## src/hdl/ftoi_pkg.sv

```systemverilog
// Package for the saturating float-to-integer converter.
// Holds mode codes, field widths and the channel payload types. No dependencies.
package ftoi_pkg;

  localparam int ModeWidth   = 2;
  localparam int ValueWidth  = 64;
  localparam int ResultWidth = 64;

  // Conversion mode codes
  localparam logic [ModeWidth-1:0] MODE_S_TO_32 = 2'd0;
  localparam logic [ModeWidth-1:0] MODE_S_TO_64 = 2'd1;
  localparam logic [ModeWidth-1:0] MODE_D_TO_32 = 2'd2;
  localparam logic [ModeWidth-1:0] MODE_D_TO_64 = 2'd3;

  localparam logic [63:0] MAX_I64 = 64'h7FFF_FFFF_FFFF_FFFF;
  localparam logic [63:0] MIN_I64 = 64'h8000_0000_0000_0000;
  localparam logic [63:0] MAX_I32 = 64'h0000_0000_7FFF_FFFF;
  localparam logic [63:0] MIN_I32 = 64'hFFFF_FFFF_8000_0000;

  typedef struct packed {
    logic [ModeWidth-1:0]  mode;
    logic [ValueWidth-1:0] value_bits;
  } in_item_t;

  typedef struct packed {
    logic signed [ResultWidth-1:0] int_result;
  } out_item_t;

endpackage

```

## src/hdl/ftoi_in_if.sv

```systemverilog
// Input and output channel interfaces for the converter.
// Depends on ftoi_pkg for the payload types.
interface ftoi_in_if;
  import ftoi_pkg::*;
  logic     valid;
  logic     ready;
  in_item_t data;
  modport source (output valid, output data, input ready);
  modport sink (input valid, input data, output ready);
endinterface

interface ftoi_out_if;
  import ftoi_pkg::*;
  logic      valid;
  logic      ready;
  out_item_t data;
  modport source (output valid, output data, input ready);
  modport sink (input valid, input data, output ready);
endinterface

```

## src/hdl/fp_to_int_saturating_convert.sv

```systemverilog
// Top level of the saturating IEEE-754 to signed integer converter.
// Depends on ftoi_pkg and the channel interfaces in ftoi_in_if.sv.
//
// Usage:
//   in_ch  carries mode and value_bits; a transaction completes when valid
//          and ready are both high at a rising clk edge.
//   out_ch carries int_result with the same handshake.
// Each item is captured in an input register, decoded and shifted by one
// pass of combinational logic, and written to a result register.
// Throughput: one item per cycle while the receiver does not stall.
// When the receiver stalls, the result register holds and the input
// register keeps one more item; in_ch.ready drops only while both are full.
// Reset (rst, synchronous, active high) empties both stages; no other state.
// NaN gives zero, infinities and out-of-range values saturate by sign,
// everything else is truncated toward zero.
module fp_to_int_saturating_convert (
  input logic      clk,
  input logic      rst,
  ftoi_in_if.sink  in_ch,
  ftoi_out_if.source out_ch
);
  import ftoi_pkg::*;

  logic     in_valid;
  in_item_t in_reg;
  logic     out_valid;
  logic [63:0] out_reg;
  logic     advance;

  // Stage moves when result register is empty or being drained
  assign advance      = !out_valid || out_ch.ready;
  assign in_ch.ready  = !in_valid || advance;
  assign out_ch.valid = out_valid;
  assign out_ch.data.int_result = out_reg;

  // Decode fields
  logic        dbl, to64, neg, exp_all1, frac_nz;
  logic [63:0] raw;
  logic [10:0] expf;
  logic [51:0] frac;
  logic [52:0] sig;
  logic signed [12:0] e;
  logic [5:0]  top;
  logic [63:0] sat, mag, conv;

  always_comb begin
    dbl  = in_reg.mode[1];
    to64 = in_reg.mode[0];
    raw  = dbl ? in_reg.value_bits : {32'd0, in_reg.value_bits[31:0]};
    if (dbl) begin
      neg      = raw[63];
      expf     = raw[62:52];
      frac     = raw[51:0];
      exp_all1 = &raw[62:52];
      e        = $signed({2'b00, raw[62:52]}) - 13'sd1023;
    end else begin
      neg      = raw[31];
      expf     = {3'd0, raw[30:23]};
      frac     = {raw[22:0], 29'd0};
      exp_all1 = &raw[30:23];
      e        = $signed({5'd0, raw[30:23]}) - 13'sd127;
    end
    frac_nz = |frac;
    // Single fraction is left-aligned to the double position
    sig  = {1'b1, frac};
    top  = to64 ? 6'd63 : 6'd31;
    sat  = to64 ? (neg ? MIN_I64 : MAX_I64) : (neg ? MIN_I32 : MAX_I32);
    mag  = 64'd0;
    if (e >= 13'sd52) begin
      mag = {11'd0, sig} << e[5:0] - 6'd52;
    end else if (e >= 13'sd0) begin
      mag = {11'd0, sig} >> (6'd52 - e[5:0]);
    end
    if (exp_all1) begin
      conv = frac_nz ? 64'd0 : sat;
    end else if (expf == 11'd0 || e < 13'sd0) begin
      conv = 64'd0;
    end else if (e >= $signed({7'd0, top})) begin
      conv = sat;
    end else begin
      conv = neg ? (64'd0 - mag) : mag;
    end
  end

  // Input register
  always_ff @(posedge clk) begin
    if (rst) begin
      in_valid <= 1'b0;
    end else if (in_ch.ready) begin
      in_valid <= in_ch.valid;
    end
  end
  always_ff @(posedge clk) begin
    if (in_ch.ready && in_ch.valid) begin
      in_reg <= in_ch.data;
    end
  end

  // Result register
  always_ff @(posedge clk) begin
    if (rst) begin
      out_valid <= 1'b0;
    end else if (advance) begin
      out_valid <= in_valid;
    end
  end
  always_ff @(posedge clk) begin
    if (advance && in_valid) begin
      out_reg <= conv;
    end
  end

`ifndef SYNTH
  a_hold: assert property (@(posedge clk) disable iff (rst)
    out_valid && !out_ch.ready |=> out_valid && $stable(out_reg))
    else $error("result changed while stalled");
  a_fill: assert property (@(posedge clk) disable iff (rst)
    in_valid && advance |=> out_valid)
    else $error("item lost between stages");
  a_ready: assert property (@(posedge clk) disable iff (rst)
    !in_ch.ready |-> in_valid && out_valid)
    else $error("ready low with space available");
  a_nan: assert property (@(posedge clk) disable iff (rst)
    in_valid && exp_all1 && frac_nz && advance |=> out_reg == 64'd0)
    else $error("NaN not converted to zero");
`endif

endmodule

```

## src/flat_wrapper.sv

```systemverilog
// flat-port wrapper written by rule: the top's interface ports become plain ports
module fp_to_int_saturating_convert_flat import ftoi_pkg::*;
  (clk, rst, in_ch_valid, in_ch_data, in_ch_ready, out_ch_valid, out_ch_data, out_ch_ready);
  ftoi_in_if in_ch_i ();
  ftoi_out_if out_ch_i ();
  input logic clk;
  input logic rst;
  input wire logic [$bits(in_ch_i.valid)-1:0] in_ch_valid;
  input wire logic [$bits(in_ch_i.data)-1:0] in_ch_data;
  output wire logic [$bits(in_ch_i.ready)-1:0] in_ch_ready;
  output wire logic [$bits(out_ch_i.valid)-1:0] out_ch_valid;
  output wire logic [$bits(out_ch_i.data)-1:0] out_ch_data;
  input wire logic [$bits(out_ch_i.ready)-1:0] out_ch_ready;
  assign in_ch_i.valid = in_ch_valid;
  assign in_ch_i.data = in_ch_data;
  assign in_ch_ready = in_ch_i.ready;
  assign out_ch_valid = out_ch_i.valid;
  assign out_ch_data = out_ch_i.data;
  assign out_ch_i.ready = out_ch_ready;
  fp_to_int_saturating_convert u_core (.clk(clk), .rst(rst), .in_ch(in_ch_i), .out_ch(out_ch_i));
endmodule
```

## config.mk

```make
export PLATFORM = sky130hd
export DESIGN_NAME = fp_to_int_saturating_convert_flat
export DESIGN_NICKNAME = d
export VERILOG_FILES = /design/src/hdl/ftoi_pkg.sv /design/src/hdl/ftoi_in_if.sv /design/src/hdl/fp_to_int_saturating_convert.sv /design/src/flat_wrapper.sv
export SDC_FILE = /design/constraint.sdc
export NUM_CORES = 1
export LEC_CHECK = 0
export BUFFER_PORTS_ARGS = -buffer_cell sky130_fd_sc_hd__clkbuf_2
export CAP_MARGIN = 10
export CELL_PAD_IN_SITES_DETAIL_PLACEMENT = 0
export CELL_PAD_IN_SITES_GLOBAL_PLACEMENT = 1
export CORE_ASPECT_RATIO = 1.75
export CORE_MARGIN = 5
export CORE_UTILIZATION = 30
export DETAILED_ROUTE_END_ITERATION = 6
export PLACE_DENSITY = 0.59
export RECOVER_POWER = 100
export SLEW_MARGIN = 40
export SYNTH_ARGS = -nofsm -noshare
export SYNTH_HDL_FRONTEND = slang
export SYNTH_SLANG_ARGS = --single-unit
```

## constraint.sdc

```tcl
create_clock -name clk -period 9.2 [get_ports clk]
set_input_delay 1.38 -clock clk [delete_from_list [all_inputs] [get_ports clk]]
set_output_delay 1.38 -clock clk [all_outputs]
set_load 0.1 [all_outputs]
```

==> results by group, run 1 <==
Critical path
  • FF-to-FF Start: u_core.in_reg[53]
  • Kind of end point of the critical path: flop
  • Nature of the critical path startpoint: flop
  • Bufs and invs on worst path: 3
  • Slowest stage delay, CP: around 0.9 ns
  • CP Depth: 19
  • Worst R2R End: u_core.out_ch.data[59]
  • Delay-heaviest family, CP: simple AND/OR/NAND/NOR gates
  • Crit path cell chain: and2_0 > ha_1 > mux2_1 > clkbuf_1 > ha_1 > buf_4 > mux2i_1 > nand2_1 > nand3_1 > nor2_1 > a2111oi_0 > o32a_1 > nand4_1 > or4_1 > or4_1 > buf_4 > or3_4 > or4_1 > o2111a_1
  • Critical Path AT: 8.63 ns
  • CP Class: flop to flop
  • Register-to-register setup slack: roughly 0.8 ns
  • Crit-path slowest cell: a2111oi_0
  • Worst Reg-to-Reg Cells: 19
  • Crit path required time: roughly 9.4 ns
  • Setup crit start: u_core.in_reg[53]
  • Worst Path Max Fanout: between 70 and 80
  • Most frequent CP cell: or4_1

STA
  • Final TNS setup: 0 ns
  • Slew Viols, Final: ~130
  • Final Cycle Share: 0.9152
  • Clock skew: between 0.008 and 0.009 ns
  • Post-layout min period: roughly 8.4 ns
  • Rel. slew slack: -1.438
  • Worst slew pin tran: 3.656 ns
  • Max Fclk: between 100 and 150 MHz
  • Hold Fails Final Rpt: 0
  • Setup violations, final: 0
  • RSZ-0062 raised after global routing: false

Min path
  • Hold/Removal Path Class: flop to flop
  • Hold EP: u_core.out_ch.valid
  • Hold Crit Start: u_core.in_valid
  • Hold depth: 2

Logic synthesis
  • Synth Flop Type: edfxtp_1
  • Syn_area_per_cell: about 8 sq um
  • Synth Cell Area: between 15000 and 20000 sq um
  • Mapped Cells: between 2k and 2.5k
  • Number of synthesized flops with an enable pin: 130
  • Flops & latches, synth: about 130
  • Synth Net Count: 2085
  • Register area share after synthesis: 0.2452
  • Synth unique cells: 99
  • Ys async rst share: 0
  • Yosys synthesis warning count: 0

Global routing
  • Antenna violations before repair: 1
  • First-pass GRT wire length: about 130000 um
  • Met3 Use GR: 0.04006
  • Vias in the first global route: approximately 18k
  • Total GRT Usage: 0.3203
  • Met1 Use GR: 0.3358
  • Largest net degree at the start of global routing: 72
  • Layer with the highest usage: met2
  • Met2 usage: 0.5513
  • GRT Residual Overflow: 0

Finish
  • Fillers: approximately 5.7k
  • Final #Nets: 2142
  • Area Overhead vs Synth: 13.61%
  • Share of cells above drive strength 1: 0.1572
  • Max FFs per register: 65

Floorplan
  • IO Count: 136
  • Die area: between 50000 and 60000 sq um
  • Initial Util: 0.3020
  • Die span in y: roughly 320 um
  • Core footprint: between 50000 and 60000 sq um
  • Std cell rows: 112
  • Die Wd: between 150 and 200 um

CTS
  • CTS max path bufs: 2
  • H-tree levels: 4
  • CTS tree: done
  • Post-CTS setup buffer count: 0
  • Post-CTS Hold Buffers: 0
  • Inserted Clock Buffers: 17
  • Worst-path clk slew: roughly 0.070 ns
  • Clock Latency Late Sink: 0.46 ns
  • Root Driver: clkbuf_16
  • Post_cts resized: 0
  • CTS sink count: roughly 130

Route
  • Final ANT Viol Nets: 0
  • Drt drc: 4
  • DRT Pass-1 Iters: 7
  • Final wirelength: roughly 96000 um
  • DR iter-0 viols: just over 2k
  • Via count: 18.04k
  • Routed vias/inst: about 6.5
  • Routed len/inst: 34.71 um

Place
  • Port buffer count: 135
  • Final GP Congestion: 1.037
  • HPWL reported at the end of detailed placement: around 76000 um

Power
  • Leak: ~6.5 nW
  • Power Density: approximately 220 nW/um^2
  • Power, Total: around 0.0041 W
  • VDD IR max: approximately 0.13 mV

Flow run
  • Max-cap violations: 2

Run status
  • Failing checks: DRC, capacitance limit, slew limit
  • Status: finished with violations
[power by group]
| group | total [W] | switching (W) | internal [W] | leakage (nW) |
|---|---|---|---|---|
| logic | 0.00253 | 0.00178 | 0.000750 | 4.93 |
| registers | 0.000779 | 0.0000543 | 0.000725 | 1.27 |
| clock network | 0.000790 | 0.000301 | 0.000489 | 0.315 |
[cell usage in the layout (no fill, tap or decap), types with 9 or more instances in the layout]
cell type	Yosys	layout
inv_1	17	17
xor2_1	24	22
buf_4	12	83
xnor2_1	37	35
clkbuf_2	1	64
nand3_1	93	93
edfxtp_1	130	130
a211oi_1	29	29
o32ai_1	10	9
nor2b_1	11	10
ha_1	11	9
a311oi_1	13	13
a211o_1	13	13
o41ai_1	9	11
o211ai_1	27	27
nor4_1	24	22
o221ai_1	23	22
o31ai_1	25	25
o21a_1	13	13
a31oi_1	23	23
a32oi_1	9	9
clkbuf_16	0	17
a22oi_1	22	22
o22ai_1	62	59
a21o_1	13	13
nand4_1	21	22
nand2b_1	15	15
mux4_2	26	26
mux2i_1	102	98
a21oi_1	169	162
and3_1	31	31
or3_1	19	19
o22a_1	36	36
nor2_1	144	141
clkbuf_1	118	78
nand2_1	192	192
mux2_2	59	57
and2_1	14	10
o21ai_0	112	108
nor3_1	75	73
[through the flow]
stage / instances / instance area (sq um) / utilization / setup WS (ns) / hold slack, ns
floorplan: 2004 / 16080 / - / 0.6714 / 0.4778
global placement: 2722 / 17570 / 0.3300 / 1.563 / 0.5148
detailed placement: 2725 / 17690 / 0.3323 / 1.366 / 0.5349
CTS: 2757 / 18340 / 0.3445 / 1.369 / 0.5465
global route: 2759 / 18270 / 0.3431 / 0.5542 / 0.5759
finish: 2759 / 18270 / 0.3431 / 0.7802 / 0.5446
[final cells by class]
class	instances	area, sq um	area share
clock buffers	20	446.7	0.02445
inverters	20	75.07	0.004108
multi-input cells	1663	11450	0.6267
diodes	1	2.502	0.0001369
flip-flops and latches	132	3944	0.2158
clock inverters	12	202.7	0.01109
repair buffers	227	1295	0.07087
well taps	684	855.8	0.04684
[cells by family after synthesis]
| logic type | Yosys count | synth area share |
|---|---|---|
| fa+ha+maj | 11 | 0.008558 |
| xor+xnor | 65 | 0.03797 |
| mux | 188 | 0.1426 |
| buf+inv | 209 | 0.05508 |
| flops | 132 | 0.2452 |
| compound gates | 714 | 0.3043 |
| simple gates | 685 | 0.2062 |
[per-layer routing]
layer  wire [um]  vias up
li1            -     7976
met1       32760     8718
met2       46780     1036
met3        5315      310
met4       10920        0
met5           0        -
[tightest hold or removal path, cell delays in order (launching register included)]
cell	delay, ns
dfxtp_1	0.34
nor2_1	0.12
nor2_1	0.05
[cell usage after synthesis (37+ instances only)]
library cell  count  area, sq um
a21oi_1         169        845.8
edfxtp_1        130         3904
o21ai_0         112        560.5
o22ai_1          62        387.9
nor3_1           75        375.4
clkbuf_1        118        442.9
mux2_2           59        664.4
mux2i_1         102         1021
nand3_1          93        465.5
nor2_1          144        540.5
xnor2_1          37        324.1
nand2_1         192        720.7
[worst max-delay path by stage]
stage,to
2_1_floorplan,u_core.out_ch.data[59]
3_3_place_gp,u_core.out_ch.data[59]
3_5_place_dp,u_core.out_ch.data[59]
4_1_cts,u_core.out_ch.data[59]
5_1_grt,u_core.out_ch.data[59]
6_report,u_core.out_ch.data[59]
Power figures use the tool's default switching activity.
==> run 2: changes to the inputs <==
- RECOVER_POWER: 100 -> 25
- SKIP_CTS_REPAIR_TIMING: not set -> 1
==> results by group, run 2 (synthesis gave the netlist of run 1 again) <==
Run status
  • Status: finished with violations
  • Failing checks: capacitance limit, slew limit

STA
  • Rel. slew slack: -1.199 (+0.2382)
  • Slew Viols, Final: 65 (-50%)
  • Clock skew: 0.01070 ns (+0.001802 ns)
  • Final worst slack: 1.452 ns (+0.6715 ns)
  • Max Fclk: 129.1 MHz (+8.7%)
  • Post-layout min period: 7.748 ns (-0.6715 ns)
  • Hold Fails Final Rpt: 0 (unchanged)
  • Worst slew pin tran: 3.299 ns (-0.3573 ns)
  • Setup violations, final: 0 (unchanged)
  • Final TNS setup: 0 ns (unchanged)
  • Final Cycle Share: 0.8422 (-0.07299)
  • RSZ-0062 raised after global routing: false

Global routing
  • First-pass GRT wire length: 134400 um (unchanged)
  • Total GRT Usage: 0.3203 (unchanged)
  • Largest net degree at the start of global routing: 72 (unchanged)
  • Vias in the first global route: 17.75k (unchanged)
  • Antenna violations before repair: 1 (unchanged)
  • GRT Residual Overflow: 0 (unchanged)

Route
  • Via count: 18.04k (-0.022%)
  • Routed vias/inst: 6.535 (about the same)
  • Final wirelength: 95580 um (-0.20%)
  • DRT Pass-1 Iters: 6 (-1)
  • DR iter-0 viols: 2002 (-2.0%)
  • Final ANT Viol Nets: 0 (unchanged)
  • Routed len/inst: 34.63 um (-0.24%)
  • Drt drc: 0 (-4)

Floorplan
  • IO Count: 136 (unchanged)
  • Die Wd: 185.0 um (unchanged)
  • Initial Util: 0.3020 (unchanged)
  • Core footprint: 53250 sq um (unchanged)
  • Die area: 58520 sq um (unchanged)
  • Die span in y: 316.3 um (unchanged)
  • Std cell rows: 112 (unchanged)

CTS
  • Worst-path clk slew: 0.07 ns (about the same)
  • CTS tree: done
  • H-tree levels: 4 (unchanged)
  • Inserted Clock Buffers: 17 (unchanged)
  • CTS sink count: 132 (unchanged)
  • Clock Latency Late Sink: 0.46 ns (about the same)
  • CTS max path bufs: 2 (unchanged)
  • Root Driver: clkbuf_16

Min path
  • Hold/Removal Path Class: flop to flop
  • Hold Crit Start: u_core.in_valid

Finish
  • Final #Nets: 2142 (unchanged)
  • Register Area: 3944 sq um (unchanged)
  • Area Overhead vs Synth: 14.45%
  • Most frequent cells in the layout: nand2_1 (192), a21oi_1 (162), nor2_1 (141)
  • Footprint of the multi-input gates: 11480 sq um (+0.27%)
  • Share of cells above drive strength 1: 0.1943 (+0.03713)
  • Fin util: 0.3457 (+0.002538)
  • Fillers: 5706 (-0.52%)
  • Max FFs per register: 65 (unchanged)
  • Commonest non-fill, non-tap cell in the layout: nand2_1

Power
  • Power, Total: 0.004111 W (+0.23%)
  • Power Density: 223.3 nW/um^2 (-0.51%)
  • Leak: 6.734 nW (+3.4%)
  • VDD IR max: 0.1343 mV (about the same)

Critical path
  • Bufs and invs on worst path: 6 (+3)
  • Crit path cell chain: buf_4 > buf_4 > mux2i_1 > inv_1 > ha_1 > ha_4 > buf_4 > buf_4 > mux4_2 > mux2i_1 > nand2_1 > o31ai_1 > o21ai_0 > or4_1 > or4_1 > buf_4 > or3_4 > or4_1 > o2111a_1
  • CP Class: flop to flop
  • Critical Path AT: 7.95 ns (-0.68 ns)
  • FF-to-FF Start: u_core.in_reg[52]
  • Setup crit start: u_core.in_reg[52]
  • Nature of the critical path startpoint: flop
  • Crit-path slowest cell: or4_1
  • Worst Path Max Fanout: 40 (-44%)
  • Delay-heaviest family, CP: simple AND/OR/NAND/NOR gates
  • Slowest stage delay, CP: 0.65 ns (-0.27 ns)
  • Kind of end point of the critical path: flop
  • Crit path required time: 9.41 ns (about the same)
  • Most frequent CP cell: buf_4

Place
  • Dpl ws: 1.366 ns (unchanged)
  • Port buffer count: 135 (unchanged)
  • HPWL reported at the end of detailed placement: 76470 um (unchanged)
  • Final GP Congestion: 1.037 (unchanged)

Flow run
  • Max-cap violations: 1 (-1)
[run 2: path summary, 6_finish.rpt]
path,to,slack (ns),cells after the start
worst max register to register,u_core.out_ch.data[59],1.45,19
worst min register to register,u_core.out_ch.valid,0.54,2
worst max-delay path,u_core.out_ch.data[59],1.45,19
worst min-delay path,u_core.out_ch.valid,0.54,2
[run 2: area by class of cell]
type / count / share of cell area
flip-flops and latches: 132 / 0.2142
multi-input cells: 1663 / 0.6238
repair buffers: 227 / 0.07586
clock buffers: 20 / 0.02427
well taps: 684 / 0.04649
clock inverters: 12 / 0.01101
diodes: 2 / 0.0002719
inverters: 20 / 0.004078
[run 2: worst register-to-register path, delay by kind of cell, from the launching register on]
kind,cells,cell delay (ns)
simple gates,5,2.05
compound gates,3,1.07
mux,3,1.26
buf+inv,6,1.97
fa+ha+maj,2,0.79
flops,1,0.36
[run 2: layer usage]
layer | vias up | track usage | part of all wire
li1 | 7980 | - | -
met1 | 8698 | 0.3358 | 0.34
met2 | 1043 | 0.5513 | 0.49
met3 | 315 | 0.04006 | 0.055
met4 | 0 | 0.2902 | 0.11
met5 | - | 0 | 0
[run 2: power breakdown]
part | switching, W | internal (W) | total [W] | leakage [nW]
combinational | 0.00178 | 0.000760 | 0.00254 | 5.15
sequential | 0.0000543 | 0.000723 | 0.000778 | 1.27
clock | 0.000300 | 0.000489 | 0.000789 | 0.315
total | 0.00214 | 0.00197 | 0.00411 | 6.73
[run 2: through the flow]
stage | instances | instance area, sq um | hold WS, ns
5_1_grt | 2759 | 18410 | 0.5759
6_report | 2760 | 18410 | 0.5420
2_1_floorplan | 2004 | 16080 | 0.4778
4_1_cts | 2757 | 18340 | 0.5465
3_5_place_dp | 2725 | 17690 | 0.5349
3_3_place_gp | 2722 | 17570 | 0.5148
